File: config.mk
export PLATFORM = sky130hd
export DESIGN_NAME = cron_field_parser_flat
export DESIGN_NICKNAME = d
export VERILOG_FILES = /design/src/hdl/crfp_pkg.sv /design/src/hdl/crfp_stream_if.sv /design/src/hdl/crfp_front.sv /design/src/hdl/crfp_queue.sv /design/src/hdl/crfp_back.sv /design/src/hdl/cron_field_parser.sv /design/src/flat_wrapper.sv
export SDC_FILE = /design/constraint.sdc
export NUM_CORES = 1
export LEC_CHECK = 0
export ABC_AREA = 1
export BUFFER_PORTS_ARGS = -buffer_cell sky130_fd_sc_hd__buf_2
export CORE_MARGIN = 2
export CORE_UTILIZATION = 55
export CTS_BUF_LIST = sky130_fd_sc_hd__clkbuf_8
export DETAILED_ROUTE_END_ITERATION = 12
export PLACE_DENSITY_LB_ADDON = 0.08
export RECOVER_POWER = 25
export SETUP_SLACK_MARGIN = 0.15
export SYNTH_ARGS = -nofsm -noshare
export SYNTH_HDL_FRONTEND = slang
export SYNTH_SLANG_ARGS = --single-unit
File: constraint.sdc
create_clock -name clk_i -period 4.8 [get_ports clk_i]
set_input_delay 0.96 -clock clk_i [delete_from_list [all_inputs] [get_ports clk_i]]
set_output_delay 0.96 -clock clk_i [all_outputs]
set_load 0.01 [all_outputs]
File: src/hdl/crfp_pkg.sv
// ----------------------------------------------------------------------------
// crfp_pkg
// Shared types, character codes and name tables for the cron field parser.
// ----------------------------------------------------------------------------
package crfp_pkg;

  localparam int unsigned PIECE_W     = 7;
  localparam int unsigned QUEUE_DEPTH = 4;

  // register indexes on the configuration port
  localparam logic REG_MAX_VALUE = 1'b0;
  localparam logic REG_MIN_VALUE = 1'b1;

  localparam logic [7:0] CH_COMMA = 8'h2C;
  localparam logic [7:0] CH_DASH  = 8'h2D;
  localparam logic [7:0] CH_SLASH = 8'h2F;
  localparam logic [7:0] CH_STAR  = 8'h2A;
  localparam logic [7:0] CH_ZERO  = 8'h30;
  localparam logic [7:0] CH_NINE  = 8'h39;
  localparam logic [7:0] CH_UP_A  = 8'h41;
  localparam logic [7:0] CH_UP_Z  = 8'h5A;

  localparam logic [PIECE_W-1:0] DIGIT_SAT = 7'd127;

  // names packed with the first letter in the low byte
  localparam logic [23:0] DAY_NAMES [7] = '{
    24'h6E7573, 24'h6E6F6D, 24'h657574, 24'h646577,
    24'h756874, 24'h697266, 24'h746173
  };
  localparam logic [23:0] MONTH_NAMES [12] = '{
    24'h6E616A, 24'h626566, 24'h72616D, 24'h727061,
    24'h79616D, 24'h6E756A, 24'h6C756A, 24'h677561,
    24'h706573, 24'h74636F, 24'h766F6E, 24'h636564
  };

  // one command from the front to the back
  typedef struct packed {
    logic               has_elem;
    logic               last;
    logic [PIECE_W-1:0] first;
    logic [PIECE_W-1:0] stop;
    logic [PIECE_W-1:0] step;
  } cmd_t;

  function automatic logic [PIECE_W-1:0] piece_value(
    input logic [2:0]         len,
    input logic [23:0]        letters,
    input logic [PIECE_W-1:0] digits
  );
    logic [PIECE_W-1:0] v;
    logic               hit;
    v   = digits;
    hit = 1'b0;
    if (len == 3'd3) begin
      for (int k = 0; k < 7; k++) begin
        if (!hit && letters == DAY_NAMES[k]) begin
          v   = PIECE_W'(k);
          hit = 1'b1;
        end
      end
      for (int k = 0; k < 12; k++) begin
        if (!hit && letters == MONTH_NAMES[k]) begin
          v   = PIECE_W'(k + 1);
          hit = 1'b1;
        end
      end
    end
    return v;
  endfunction

  function automatic logic is_star(input logic [2:0] len, input logic [23:0] letters);
    return (len == 3'd1) && (letters == {16'h0000, CH_STAR});
  endfunction

endpackage

File: src/hdl/crfp_stream_if.sv
// ----------------------------------------------------------------------------
// crfp_stream_if
// Valid/ready channels for field characters and parsed results.
// ----------------------------------------------------------------------------
interface crfp_char_if;
  logic       valid;
  logic       ready;
  logic [7:0] char_code;
  logic       last;

  modport source (output valid, output char_code, output last, input ready);
  modport sink   (input valid, input char_code, input last, output ready);
endinterface

interface crfp_result_if #(
  parameter int unsigned MAP_BITS = 64
);
  localparam int unsigned CNT_W = $clog2(MAP_BITS + 1);

  logic                valid;
  logic                ready;
  logic [MAP_BITS-1:0] enabled_map;
  logic [CNT_W-1:0]    enabled_count;

  modport source (output valid, output enabled_map, output enabled_count, input ready);
  modport sink   (input valid, input enabled_map, input enabled_count, output ready);
endinterface

File: src/hdl/crfp_front.sv
// ----------------------------------------------------------------------------
// crfp_front
// Character front end: tracks pieces and elements, emits fill commands.
// ----------------------------------------------------------------------------
module crfp_front
  import crfp_pkg::*;
(
  input  logic               clk_i,
  input  logic               rst_ni,
  crfp_char_if.sink          char_i,
  input  logic [5:0]         max_value_i,
  input  logic               min_value_i,
  input  logic               q_full_i,
  output logic               push_o,
  output cmd_t               cmd_o
);

  typedef enum logic [1:0] {
    PH_BEGIN = 2'd0,
    PH_END   = 2'd1,
    PH_STEP  = 2'd2
  } phase_e;

  phase_e             phase_q, phase_d;
  logic [PIECE_W-1:0] begin_q, begin_d, end_q, end_d, step_q, step_d;
  logic [PIECE_W-1:0] digits_q, digits_d;
  logic [23:0]        letters_q, letters_d;
  logic [2:0]         len_q, len_d;
  logic               open_q, open_d;
  logic               star_q, star_d;
  logic               used_q, used_d;
  logic               dash_q, dash_d;
  logic               halted_q, halted_d;

  logic               accept;
  logic [7:0]         c;
  logic [7:0]         c_low;
  logic [10:0]        dig_sum;
  logic [PIECE_W-1:0] v_cur, v_fin;
  logic               finish;
  logic [PIECE_W-1:0] e_beg, e_end, e_step;
  logic               e_star;

  assign char_i.ready = !q_full_i;
  assign accept       = char_i.valid && !q_full_i;
  assign c            = char_i.char_code;
  assign c_low        = (c >= CH_UP_A && c <= CH_UP_Z) ? c + 8'd32 : c;
  assign dig_sum      = 11'(digits_q) * 11'd10 + 11'(c - CH_ZERO);
  assign v_cur        = piece_value(len_q, letters_q, digits_q);

  // state after the character itself, before any element close
  always_comb begin
    phase_d   = phase_q;
    begin_d   = begin_q;
    end_d     = end_q;
    step_d    = step_q;
    digits_d  = digits_q;
    letters_d = letters_q;
    len_d     = len_q;
    open_d    = open_q;
    star_d    = star_q;
    used_d    = used_q;
    dash_d    = dash_q;
    halted_d  = halted_q;
    if (!halted_q) begin
      if (c == CH_COMMA) begin
        if (!used_q) begin
          halted_d = 1'b1;
        end
      end else begin
        used_d = 1'b1;
        if (c == CH_DASH && phase_q == PH_BEGIN) begin
          begin_d   = v_cur;
          star_d    = is_star(len_q, letters_q);
          phase_d   = PH_END;
          dash_d    = 1'b1;
          digits_d  = '0;
          letters_d = '0;
          len_d     = '0;
          open_d    = 1'b1;
        end else if (c == CH_SLASH && phase_q != PH_STEP) begin
          if (phase_q == PH_BEGIN) begin
            begin_d = v_cur;
            star_d  = is_star(len_q, letters_q);
          end else begin
            end_d = v_cur;
          end
          phase_d   = PH_STEP;
          digits_d  = '0;
          letters_d = '0;
          len_d     = '0;
          open_d    = 1'b1;
        end else begin
          if (open_q && c >= CH_ZERO && c <= CH_NINE) begin
            digits_d = (dig_sum > 11'(DIGIT_SAT)) ? DIGIT_SAT : dig_sum[PIECE_W-1:0];
          end else begin
            open_d = 1'b0;
          end
          case (len_q)
            3'd0:    letters_d = letters_q | {16'h0000, c_low};
            3'd1:    letters_d = letters_q | {8'h00, c_low, 8'h00};
            3'd2:    letters_d = letters_q | {c_low, 16'h0000};
            default: letters_d = letters_q;
          endcase
          if (len_q < 3'd4) begin
            len_d = len_q + 3'd1;
          end
        end
      end
    end
  end

  assign finish = !halted_q &&
                  ((c == CH_COMMA && used_q) || (c != CH_COMMA && char_i.last));
  assign v_fin  = piece_value(len_d, letters_d, digits_d);

  // close the open piece into its slot and work out the range
  always_comb begin
    e_beg  = (phase_d == PH_BEGIN) ? v_fin : begin_d;
    e_star = (phase_d == PH_BEGIN) ? is_star(len_d, letters_d) : star_d;
    e_end  = (phase_d == PH_END) ? v_fin : end_d;
    e_step = (phase_d == PH_STEP) ? v_fin : PIECE_W'(1);
    cmd_o.has_elem = finish;
    cmd_o.last     = char_i.last;
    cmd_o.step     = e_step;
    if (dash_d) begin
      cmd_o.first = e_beg;
      cmd_o.stop  = e_end;
    end else if (e_star) begin
      cmd_o.first = PIECE_W'(min_value_i);
      cmd_o.stop  = PIECE_W'(max_value_i);
    end else begin
      cmd_o.first = e_beg;
      cmd_o.stop  = e_beg;
    end
  end

  assign push_o = accept && (finish || char_i.last);

  always_ff @(posedge clk_i or negedge rst_ni) begin
    if (!rst_ni) begin
      phase_q   <= PH_BEGIN;
      begin_q   <= '0;
      end_q     <= '0;
      step_q    <= '0;
      digits_q  <= '0;
      letters_q <= '0;
      len_q     <= '0;
      open_q    <= 1'b1;
      star_q    <= 1'b0;
      used_q    <= 1'b0;
      dash_q    <= 1'b0;
      halted_q  <= 1'b0;
    end else if (accept) begin
      if (finish || char_i.last) begin
        phase_q   <= PH_BEGIN;
        begin_q   <= '0;
        end_q     <= '0;
        step_q    <= '0;
        digits_q  <= '0;
        letters_q <= '0;
        len_q     <= '0;
        open_q    <= 1'b1;
        star_q    <= 1'b0;
        used_q    <= 1'b0;
        dash_q    <= 1'b0;
        halted_q  <= char_i.last ? 1'b0 : halted_d;
      end else begin
        phase_q   <= phase_d;
        begin_q   <= begin_d;
        end_q     <= end_d;
        step_q    <= step_d;
        digits_q  <= digits_d;
        letters_q <= letters_d;
        len_q     <= len_d;
        open_q    <= open_d;
        star_q    <= star_d;
        used_q    <= used_d;
        dash_q    <= dash_d;
        halted_q  <= halted_d;
      end
    end
  end

endmodule

File: src/hdl/crfp_queue.sv
// ----------------------------------------------------------------------------
// crfp_queue
// Small command queue between the character front end and the fill engine.
// ----------------------------------------------------------------------------
module crfp_queue
  import crfp_pkg::*;
(
  input  logic clk_i,
  input  logic rst_ni,
  input  logic push_i,
  input  cmd_t push_cmd_i,
  output logic full_o,
  input  logic pop_i,
  output logic valid_o,
  output cmd_t head_o
);

  localparam int unsigned PTR_W = $clog2(QUEUE_DEPTH);
  localparam int unsigned CNT_W = $clog2(QUEUE_DEPTH + 1);

  cmd_t             mem_q [QUEUE_DEPTH];
  logic [PTR_W-1:0] wr_ptr_q, rd_ptr_q;
  logic [CNT_W-1:0] cnt_q;
  logic             do_push, do_pop;

  assign full_o  = (cnt_q == CNT_W'(QUEUE_DEPTH));
  assign valid_o = (cnt_q != '0);
  assign head_o  = mem_q[rd_ptr_q];
  assign do_push = push_i && !full_o;
  assign do_pop  = pop_i && valid_o;

  always_ff @(posedge clk_i) begin
    if (do_push) begin
      mem_q[wr_ptr_q] <= push_cmd_i;
    end
  end

  always_ff @(posedge clk_i or negedge rst_ni) begin
    if (!rst_ni) begin
      wr_ptr_q <= '0;
      rd_ptr_q <= '0;
      cnt_q    <= '0;
    end else begin
      if (do_push) begin
        wr_ptr_q <= wr_ptr_q + PTR_W'(1);
      end
      if (do_pop) begin
        rd_ptr_q <= rd_ptr_q + PTR_W'(1);
      end
      if (do_push && !do_pop) begin
        cnt_q <= cnt_q + CNT_W'(1);
      end else if (do_pop && !do_push) begin
        cnt_q <= cnt_q - CNT_W'(1);
      end
    end
  end

endmodule

File: src/hdl/crfp_back.sv
// ----------------------------------------------------------------------------
// crfp_back
// Fill engine: sets map bits one per cycle, counts them and emits the result.
// ----------------------------------------------------------------------------
module crfp_back
  import crfp_pkg::*;
#(
  parameter int unsigned MAP_BITS = 64
) (
  input  logic       clk_i,
  input  logic       rst_ni,
  input  logic [5:0] max_value_i,
  input  logic       min_value_i,
  input  logic       cmd_valid_i,
  input  cmd_t       cmd_i,
  output logic       pop_o,
  crfp_result_if.source res_o
);

  localparam int unsigned IDX_W = $clog2(MAP_BITS);
  localparam int unsigned CNT_W = $clog2(MAP_BITS + 1);
  localparam logic [PIECE_W-1:0] LIM_CAP = PIECE_W'(MAP_BITS - 1);

  typedef enum logic [1:0] {
    S_IDLE,
    S_FILL,
    S_COUNT,
    S_EMIT
  } state_e;

  state_e               state_q;
  logic [MAP_BITS-1:0]  map_q;
  logic [PIECE_W:0]     pos_q;
  logic [PIECE_W-1:0]   end_q, step_q;
  logic                 last_q;
  logic [IDX_W-1:0]     scan_q;
  logic [CNT_W-1:0]     cnt_q;
  logic                 out_vld_q;
  logic [MAP_BITS-1:0]  out_map_q;
  logic [CNT_W-1:0]     out_cnt_q;

  logic [PIECE_W-1:0]   lim;
  logic [PIECE_W-1:0]   stop_cl;
  logic [PIECE_W-1:0]   scan_ext;
  logic                 scan_hit;
  logic                 out_free;

  assign lim      = ({1'b0, max_value_i} > LIM_CAP) ? LIM_CAP : {1'b0, max_value_i};
  assign stop_cl  = (cmd_i.stop > lim) ? lim : cmd_i.stop;
  assign scan_ext = {{(PIECE_W - IDX_W){1'b0}}, scan_q};
  assign scan_hit = map_q[scan_q] && (scan_q != '0 || !min_value_i) && (scan_ext <= lim);
  assign out_free = !out_vld_q || res_o.ready;
  assign pop_o    = (state_q == S_IDLE) && cmd_valid_i;

  assign res_o.valid         = out_vld_q;
  assign res_o.enabled_map   = out_map_q;
  assign res_o.enabled_count = out_cnt_q;

  always_ff @(posedge clk_i or negedge rst_ni) begin
    if (!rst_ni) begin
      state_q   <= S_IDLE;
      map_q     <= '0;
      pos_q     <= '0;
      end_q     <= '0;
      step_q    <= '0;
      last_q    <= 1'b0;
      scan_q    <= '0;
      cnt_q     <= '0;
      out_vld_q <= 1'b0;
      out_map_q <= '0;
      out_cnt_q <= '0;
    end else begin
      if (state_q == S_EMIT && out_free) begin
        out_vld_q <= 1'b1;
      end else if (res_o.ready) begin
        out_vld_q <= 1'b0;
      end
      case (state_q)
        S_IDLE: begin
          if (cmd_valid_i) begin
            pos_q  <= {1'b0, cmd_i.first};
            end_q  <= stop_cl;
            step_q <= cmd_i.step;
            last_q <= cmd_i.last;
            scan_q <= '0;
            cnt_q  <= '0;
            if (cmd_i.has_elem) begin
              state_q <= S_FILL;
            end else begin
              state_q <= S_COUNT;
            end
          end
        end
        S_FILL: begin
          if (pos_q <= {1'b0, end_q} && step_q != '0) begin
            map_q[pos_q[IDX_W-1:0]] <= 1'b1;
            pos_q <= pos_q + {1'b0, step_q};
          end else begin
            // zero step sets only the start position
            if (pos_q <= {1'b0, end_q}) begin
              map_q[pos_q[IDX_W-1:0]] <= 1'b1;
            end
            state_q <= last_q ? S_COUNT : S_IDLE;
          end
        end
        S_COUNT: begin
          if (scan_hit) begin
            cnt_q <= cnt_q + CNT_W'(1);
          end
          scan_q <= scan_q + IDX_W'(1);
          if (scan_q == IDX_W'(MAP_BITS - 1)) begin
            state_q <= S_EMIT;
          end
        end
        S_EMIT: begin
          if (out_free) begin
            out_map_q <= map_q;
            out_cnt_q <= cnt_q;
            map_q     <= '0;
            state_q   <= S_IDLE;
          end
        end
        default: begin
          state_q <= S_IDLE;
        end
      endcase
    end
  end

endmodule

File: src/hdl/cron_field_parser.sv
// ----------------------------------------------------------------------------
// cron_field_parser
// Parses the characters of one cron time field into a map of enabled values.
// ----------------------------------------------------------------------------
// The front end takes one character per cycle while the four-entry command
// queue has room. For each finished element the fill engine takes its
// command, sets each position of the element in turn and then closes it (a
// zero step sets only the start position), and the character marked last
// adds a count scan over all MAP_BITS map bits and a load of the result
// register. The result register lets the next field enter while a result
// still waits to be taken.
// There is no reset sweep: the map is cleared when its result is loaded.
module cron_field_parser
  import crfp_pkg::*;
#(
  parameter int unsigned MAP_BITS = 64
) (
  input  logic          clk_i,
  input  logic          rst_ni,
  input  logic          cfg_we_i,
  input  logic          cfg_idx_i,
  input  logic [5:0]    cfg_data_i,
  crfp_char_if.sink     char_i,
  crfp_result_if.source res_o
);

  logic [5:0] max_value_q;
  logic       min_value_q;
  logic       push, q_full, pop, q_valid;
  cmd_t       push_cmd, head_cmd;

  always_ff @(posedge clk_i or negedge rst_ni) begin
    if (!rst_ni) begin
      max_value_q <= 6'd59;
      min_value_q <= 1'b0;
    end else if (cfg_we_i) begin
      case (cfg_idx_i)
        REG_MAX_VALUE: max_value_q <= cfg_data_i;
        REG_MIN_VALUE: min_value_q <= cfg_data_i[0];
        default:       max_value_q <= max_value_q;
      endcase
    end
  end

  crfp_front u_front (
    .clk_i       (clk_i),
    .rst_ni      (rst_ni),
    .char_i      (char_i),
    .max_value_i (max_value_q),
    .min_value_i (min_value_q),
    .q_full_i    (q_full),
    .push_o      (push),
    .cmd_o       (push_cmd)
  );

  crfp_queue u_queue (
    .clk_i      (clk_i),
    .rst_ni     (rst_ni),
    .push_i     (push),
    .push_cmd_i (push_cmd),
    .full_o     (q_full),
    .pop_i      (pop),
    .valid_o    (q_valid),
    .head_o     (head_cmd)
  );

  crfp_back #(
    .MAP_BITS (MAP_BITS)
  ) u_back (
    .clk_i       (clk_i),
    .rst_ni      (rst_ni),
    .max_value_i (max_value_q),
    .min_value_i (min_value_q),
    .cmd_valid_i (q_valid),
    .cmd_i       (head_cmd),
    .pop_o       (pop),
    .res_o       (res_o)
  );

endmodule
File: src/flat_wrapper.sv
// flat-port wrapper written by rule: the top's interface ports become plain ports
module cron_field_parser_flat import crfp_pkg::*;
#(
  parameter int unsigned MAP_BITS = 64
)
  (clk_i, rst_ni, cfg_we_i, cfg_idx_i, cfg_data_i, char_i_valid, char_i_char_code, char_i_last, char_i_ready, res_o_valid, res_o_enabled_map, res_o_enabled_count, res_o_ready);
  crfp_char_if char_i_i ();
  crfp_result_if #(.MAP_BITS(MAP_BITS)) res_o_i ();
  input  logic clk_i;
  input  logic rst_ni;
  input  logic cfg_we_i;
  input  logic cfg_idx_i;
  input  logic [5:0] cfg_data_i;
  input wire logic [$bits(char_i_i.valid)-1:0] char_i_valid;
  input wire logic [$bits(char_i_i.char_code)-1:0] char_i_char_code;
  input wire logic [$bits(char_i_i.last)-1:0] char_i_last;
  output wire logic [$bits(char_i_i.ready)-1:0] char_i_ready;
  output wire logic [$bits(res_o_i.valid)-1:0] res_o_valid;
  output wire logic [$bits(res_o_i.enabled_map)-1:0] res_o_enabled_map;
  output wire logic [$bits(res_o_i.enabled_count)-1:0] res_o_enabled_count;
  input wire logic [$bits(res_o_i.ready)-1:0] res_o_ready;
  assign char_i_i.valid = char_i_valid;
  assign char_i_i.char_code = char_i_char_code;
  assign char_i_i.last = char_i_last;
  assign char_i_ready = char_i_i.ready;
  assign res_o_valid = res_o_i.valid;
  assign res_o_enabled_map = res_o_i.enabled_map;
  assign res_o_enabled_count = res_o_i.enabled_count;
  assign res_o_i.ready = res_o_ready;
  cron_field_parser #(.MAP_BITS(MAP_BITS)) u_core (.clk_i(clk_i), .rst_ni(rst_ni), .cfg_we_i(cfg_we_i), .cfg_idx_i(cfg_idx_i), .cfg_data_i(cfg_data_i), .char_i(char_i_i), .res_o(res_o_i));
endmodule
==> results.sh, run 1 <==
export IMPL_outcome="finished, violations left"
export IMPL_violations="max-capacitance violations, max-slew violations"
export IMPL_totalWireLength_um=52300
export IMPL_rsz0062_at_grt="yes"
export IMPL_grt_pass1_vias=15686
export IMPL_synth_async_reset_ratio_pct=72.5
export IMPL_core_area_mm2=0.0327
export IMPL_slew_violations=119
export IMPL_io_pins=94
export IMPL_cp_start_kind="flop"
export IMPL_wl_per_cell_um=18.5
export IMPL_netlist_instances=2219
export IMPL_vias=16252
export IMPL_htreeDepth=2
export IMPL_fin_cells=2822
export IMPL_m1WireLength_um=22500
export IMPL_hold_viol=0
export IMPL_viasPerCell=5.76
export IMPL_hp_class="reg -> reg"
export IMPL_placed_cells=2718
export IMPL_fin_nets=2426
export IMPL_yosys_most_used_dff="dfrtp_1"
export IMPL_highest_layer="met4"
export IMPL_clock_skew_ns=0.0350
export IMPL_cts_tree="done"
export IMPL_clk_latency_ns=0.66
export IMPL_die_h_um=187
export IMPL_cts_buffers=55
export IMPL_gp_routability_congestion=0.945
export IMPL_hold_buffers=0
export IMPL_port_buffers=93
export IMPL_dpl_hpwl_um=37400
export IMPL_dieArea_mm2=0.0348
export IMPL_power_density_mw_per_mm2=529
export IMPL_drc=0
export IMPL_p_leak_nw=9.44
export IMPL_setup_tns_ns=0
export IMPL_drtAntennaViolNets=0
export IMPL_synth_seq_cells=335
export IMPL_critical_path_class="reg -> reg"
export IMPL_yosys_cell_count_top_type="nand2_1"
export IMPL_layout_setup_ws_ns=0.388
export IMPL_ys_warn_count=0
export IMPL_stdcell_area_mm2=0.0209
export IMPL_cts_max_path_buffers=3
export IMPL_drt_iter0_markers=1574
export IMPL_arrival_ns=4.79
export IMPL_placed_cell_area_mm2=0.0195
export IMPL_rr_worst_depth=31
export IMPL_preCtsSetupSlack_ns=0.0864
export IMPL_root_buffer="clkbuf_8"
export IMPL_wl_met2_um=23600
export IMPL_synth_common_cells="nand2_1 (382), inv_1 (276), dfrtp_1 (237)"
export IMPL_post_route_util_pct=63.8
export IMPL_crit_top_cell="nand2_1"
export IMPL_critical_path_max_stage_delay_ns=0.47
export IMPL_total_power_mw=11.0
export IMPL_area_growth_pct=13.6
export IMPL_routed_wl_met3_um=4070
export IMPL_end_kind="flop"
export IMPL_synth_area_mm2=0.0183
export IMPL_crit_path_top_delay_cell="dfrtp_2"
export IMPL_synth_fp_nets=2308
export IMPL_synth_top_area_cell="dfrtp_1"
export IMPL_clkTransAtPathRegs_ns=0.08
export IMPL_synth_top_area_share_pct=32.3
export IMPL_fmax_mhz=227
export IMPL_whs_path_depth=1
export IMPL_start_util_pct=56.1
export IMPL_drive_gt1_share_pct=14.8
export IMPL_whs_ns=0.466
export IMPL_worst_pin_slew_ns=3.26
export IMPL_relSlewSlack_pct=-117
export IMPL_crit_path_max_fanout=5
export IMPL_ys_types=60
export IMPL_cp_required_ns=5.17
export IMPL_setup_viol=0
export IMPL_avgSynthCellArea_um2=8.27
export IMPL_vdd_drop_max_mv=0.282
export IMPL_antenna_found_initial=1
export IMPL_grt_max_degree=143
export IMPL_rows=66
export IMPL_drv_cap=1
export IMPL_grt_overflow=0
export IMPL_drt_first_pass_iters=6
export IMPL_cts_sinks=335
export IMPL_grt_usage_pct=30.1
export IMPL_ys_seq_area_share_pct=48.2
export IMPL_fp_dieW_um=187
export IMPL_period_needed_ns=4.41
export IMPL_ys_top_cells_by_area="dfrtp_1 (32%), edfxtp_1 (15%), nand2_1 (7.8%)"
export IMPL_fin_crit_sh_pct=91.9
export IMPL_grt_pass1_wl_um=83500
export IMPL_synth_edf_count=92
worst max-delay path: cells and delay by family (launching register included):
kind                       cells  cell delay, ns
DFF                            1            0.47
AOI/OAI and AO/OA              7            0.76
buffers and inverters          4            0.30
adders and majority gates      4            1.03
and+or+nand+nor               14            1.26
xor gates and xnor gates       2            0.30
final cells by class:
| cell class | count | area (um^2) |
|---|---|---|
| fill | 2856 | 11800 |
| sequential | 335 | 8850 |
| multi-input combinational | 1514 | 8310 |
| inverter | 291 | 1100 |
| clock buffer | 67 | 922 |
| timing repair buffer | 140 | 865 |
| tap | 442 | 553 |
| clock inverter | 32 | 245 |
| antenna | 1 | 2.50 |
kinds of logic after synthesis:
group / count (synthesis) / share of synthesized area, %
and+or+nand+nor: 898 / 22.4
AOI/OAI and AO/OA: 526 / 15.6
buffers and inverters: 370 / 7.83
DFF: 335 / 48.2
adders and majority gates: 68 / 4.80
xor gates and xnor gates: 21 / 1.00
muxes: 1 / 0.0546
what timing repair did:
action / CTS / global route
gates cloned: 0 / 0
gates resized for setup: 4 / 41
setup buffers: 0 / 4
setup endpoints to repair: 26 / 48
pin swaps: 0 / 17
layer usage:
layer / vias up / track usage [%]
li1: 7745 / -
met5: - / 0
met3: 149 / 6.56
met4: 0 / 12.9
met2: 668 / 47.2
met1: 7690 / 40.5
cell usage in the layout, fill, tap and decap left out, drive strengths merged, types with 7 or more instances in the layout:
cell / count
nand2: 406
inv: 300
o21ai: 241
dfrtp: 237
nor2: 203
nand3: 183
a21oi: 176
buf: 136
edfxtp: 92
clkbuf: 71
ha: 64
nor3: 53
o22ai: 49
nand4: 32
clkinv: 18
a31oi: 17
xor2: 14
nor4: 14
o211ai: 8
xnor2: 7
registers in the layout (all words and copies together) (netlist names), 3 cells and up:
name	cells
u_core.u_back.cnt_q	7
u_core.u_front.begin_q	7
u_core.u_back.map_q	64
u_core.max_value_q	6
u_core.u_front.len_q	3
u_core.u_queue.mem_q	92
u_core.u_back.end_q	7
u_core.u_back.scan_q	6
u_core.u_back.pos_q	8
u_core.u_back.step_q	7
u_core.u_front.letters_q	24
u_core.u_front.end_q	7
u_core.u_front.digits_q	7
u_core.u_back.res_o.enabled_map	64
u_core.u_queue.cnt_q	3
u_core.u_back.res_o.enabled_count	7
report_power, final:
part | internal (mW) | total [mW] | leakage, nW | switching, mW
logic | 1.32 | 4.34 | 4.69 | 3.02
clock network | 1.48 | 2.64 | 0.654 | 1.17
registers | 3.62 | 4.04 | 4.10 | 0.416
total | 6.42 | 11.0 | 9.44 | 4.60
path summary, 6_finish.rpt:
check / startpoint / to / slack, ns
worst max-delay path: u_core.u_front.digits_q[3] / u_core.u_queue.mem_q[0][8] / 0.39
worst min-delay path: u_core.u_back.cnt_q[5] / u_core.u_back.cnt_q[5] / 0.47
worst max register to register: u_core.u_front.digits_q[3] / u_core.u_queue.mem_q[0][8] / 0.39
worst min register to register: u_core.u_back.cnt_q[5] / u_core.u_back.cnt_q[5] / 0.47
max in group asynchronous: rst_ni / u_core.u_front.dash_q / 1.48
min in group asynchronous: rst_ni / u_core.u_back.res_o.enabled_map[29] / 1.28
Power figures use the tool's default switching activity.
==> run 2, diff against run 1 <==
--- a/config.mk
+++ b/config.mk
@@ -11,7 +11,7 @@
 export CORE_UTILIZATION = 55
 export CTS_BUF_LIST = sky130_fd_sc_hd__clkbuf_8
 export DETAILED_ROUTE_END_ITERATION = 12
-export PLACE_DENSITY_LB_ADDON = 0.08
+export PLACE_DENSITY_LB_ADDON = 0.15
 export RECOVER_POWER = 25
 export SETUP_SLACK_MARGIN = 0.15
 export SYNTH_ARGS = -nofsm -noshare
==> run 2 against run 1 <==
- the flow still finishes with violations (max-capacitance violations, max-slew violations)
- sequential share of layout area fell by 0.28 points
- cell area is 0.66% higher
- maximum frequency down 2.6%
- sequential power about the same
- register-to-register slack got worse by 0.12 ns
- combinational power increased by 1%
- first-iteration DRC count down 8.4%
- core utilization increased by 0.42 points
- clock power shrank 4%
- critical path depth is 1 lower
==> results.sh, run 2 (synthesis results as in run 1) <==
export IMPL_p_switching_mw=4.63
export IMPL_clk_latency_ns=0.67
export IMPL_io_pins=94
export IMPL_core_area_mm2=0.0327
export IMPL_totalWireLength_um=52900
export IMPL_root_buffer="clkbuf_8"
export IMPL_cp_required_ns=5.20
export IMPL_crit_top_cell="nand2_1"
export IMPL_grt_pass1_wl_um=84300
export IMPL_placed_cells=2732
export IMPL_crit_path_top_delay_cell="dfrtp_2"
export IMPL_grt_overflow=0
export IMPL_setup_tns_ns=0
export IMPL_htreeDepth=2
export IMPL_top_register="u_core.u_queue.mem_q"
export IMPL_fin_nets=2446
export IMPL_fin_crit_sh_pct=94.3
export IMPL_cts_max_path_buffers=3
export IMPL_combPwrFrac_pct=40.1
export IMPL_clkTransAtPathRegs_ns=0.06
export IMPL_seqPwrFrac_pct=36.7
export IMPL_die_h_um=187
export IMPL_met2_usage_pct=48.9
export IMPL_relSlewSlack_pct=-96.1
export IMPL_largest_register_ffs=92
export IMPL_end_kind="flop"
export IMPL_drt_iter0_markers=1441
export IMPL_critical_path_class="reg -> reg"
export IMPL_final_common_cell="nand2_1"
export IMPL_violations="max-capacitance violations, max-slew violations"
export IMPL_grt_usage_pct=30.3
export IMPL_drive_gt1_share_pct=15.7
export IMPL_power_density_mw_per_mm2=522
export IMPL_wl_per_cell_um=18.6
export IMPL_fp_dieW_um=187
export IMPL_crit_path_max_fanout=5
export IMPL_gp_routability_congestion=0.930
export IMPL_antenna_found_initial=0
export IMPL_layout_common_cells="nand2_1 (380), inv_1 (290), dfrtp_1 (234)"
export IMPL_vdd_drop_max_mv=0.342
export IMPL_antenna_cells=0
export IMPL_cts_buffers=55
export IMPL_p_sw_share_pct=42.2
export IMPL_clock_skew_ns=0.0342
export IMPL_drtAntennaViolNets=0
export IMPL_rsz0062_at_grt="yes"
export IMPL_grt_max_degree=117
export IMPL_area_growth_pct=14.4
export IMPL_hp_class="reg -> reg"
export IMPL_dieArea_mm2=0.0348
export IMPL_hold_buffers=0
export IMPL_fillCellCount=2918
export IMPL_cts_sinks=335
export IMPL_worst_pin_slew_ns=2.94
export IMPL_whs_ns=0.460
export IMPL_outcome="finished, violations left"
export IMPL_grtUsageMet3_pct=6.51
export IMPL_hold_viol=0
export IMPL_fin_cells=2843
export IMPL_grt_pass1_vias=15686
export IMPL_slew_violations=117
export IMPL_vias=16396
export IMPL_grt_busiest_layer="met2"
export IMPL_p_int_mw=6.33
export IMPL_start_util_pct=56.1
export IMPL_viasPerCell=5.77
export IMPL_port_buffers=93
export IMPL_rows=66
export IMPL_critical_path_max_stage_delay_ns=0.47
export IMPL_cp_start_kind="flop"
export IMPL_fmax_mhz=221
export IMPL_dpl_hpwl_um=37800
export IMPL_clockPowerShare_pct=23.1
export IMPL_rr_worst_depth=30
export IMPL_met1_usage_pct=40.7
export IMPL_total_power_mw=11.0
export IMPL_cts_tree="done"
export IMPL_drt_first_pass_iters=5
export IMPL_p_leak_nw=9.53
export IMPL_drc=0
export IMPL_whs_path_depth=1
export IMPL_drv_cap=1
export IMPL_period_needed_ns=4.53
export IMPL_arrival_ns=4.92
export IMPL_setup_viol=0
run 2: power groups by stage:
stage	registers, mW	logic [mW]	clock network [mW]
after floorplan	4.09	2.79	0
after global placement	4.05	4.21	0
after detailed placement	4.07	4.30	0
after CTS	4.02	4.34	2.57
after global routing	4.10	4.92	2.72
final	4.03	4.40	2.54
run 2: worst paths after layout:
path	start	to	slack, ns
worst min register to register	u_core.u_back.cnt_q[5]	u_core.u_back.cnt_q[5]	0.46
worst min-delay path	u_core.u_back.cnt_q[5]	u_core.u_back.cnt_q[5]	0.46
worst max register to register	u_core.u_front.digits_q[3]	u_core.u_queue.mem_q[3][8]	0.27
worst max-delay path	u_core.u_front.digits_q[3]	u_core.u_queue.mem_q[3][8]	0.27
min in group asynchronous	rst_ni	u_core.u_back.map_q[30]	1.24
max in group asynchronous	rst_ni	u_core.u_front.digits_q[0]	1.07
run 2: metal layers:
metal	vias to the layer above	wire length [um]
met4	0	1550
met1	7845	22900
met5	-	0
met3	116	4160
met2	652	24200
li1	7783	-
run 2: repair_timing:
item / CTS / global route
pin swaps: 0 / 27
resized for setup: 2 / 54
endpoints found under the setup margin: 20 / 48
setup buffers: 2 / 8
run 2: final cells by class:
type | count | area (um^2) | area share (%)
Timing Repair Buffer | 160 | 1020 | 4.85
Tap cell | 442 | 553 | 2.63
Multi-Input combinational cell | 1514 | 8340 | 39.8
Clock inverter | 35 | 215 | 1.03
Inverter | 291 | 1100 | 5.22
Clock buffer | 66 | 908 | 4.33
Sequential cell | 335 | 8850 | 42.2
run 2: worst max-delay path, delay by kind of cell (launching register included):
family / cells / cell delay [ns]
flops: 1 / 0.47
buf+inv: 3 / 0.32
fa+ha+maj: 4 / 1.06
compound gates: 5 / 0.59
xor+xnor: 2 / 0.35
simple gates: 16 / 1.45
run 2: per-stage QoR:
step,setup WS [ns],utilization [%],cell area (um^2)
2_1_floorplan,0.581,-,18300
5_1_grt,0.00362,64.2,21000
3_5_place_dp,0.0573,59.9,19600
6_report,0.273,64.2,21000
4_1_cts,0.188,63.4,20700
3_3_place_gp,0.169,59.9,19600
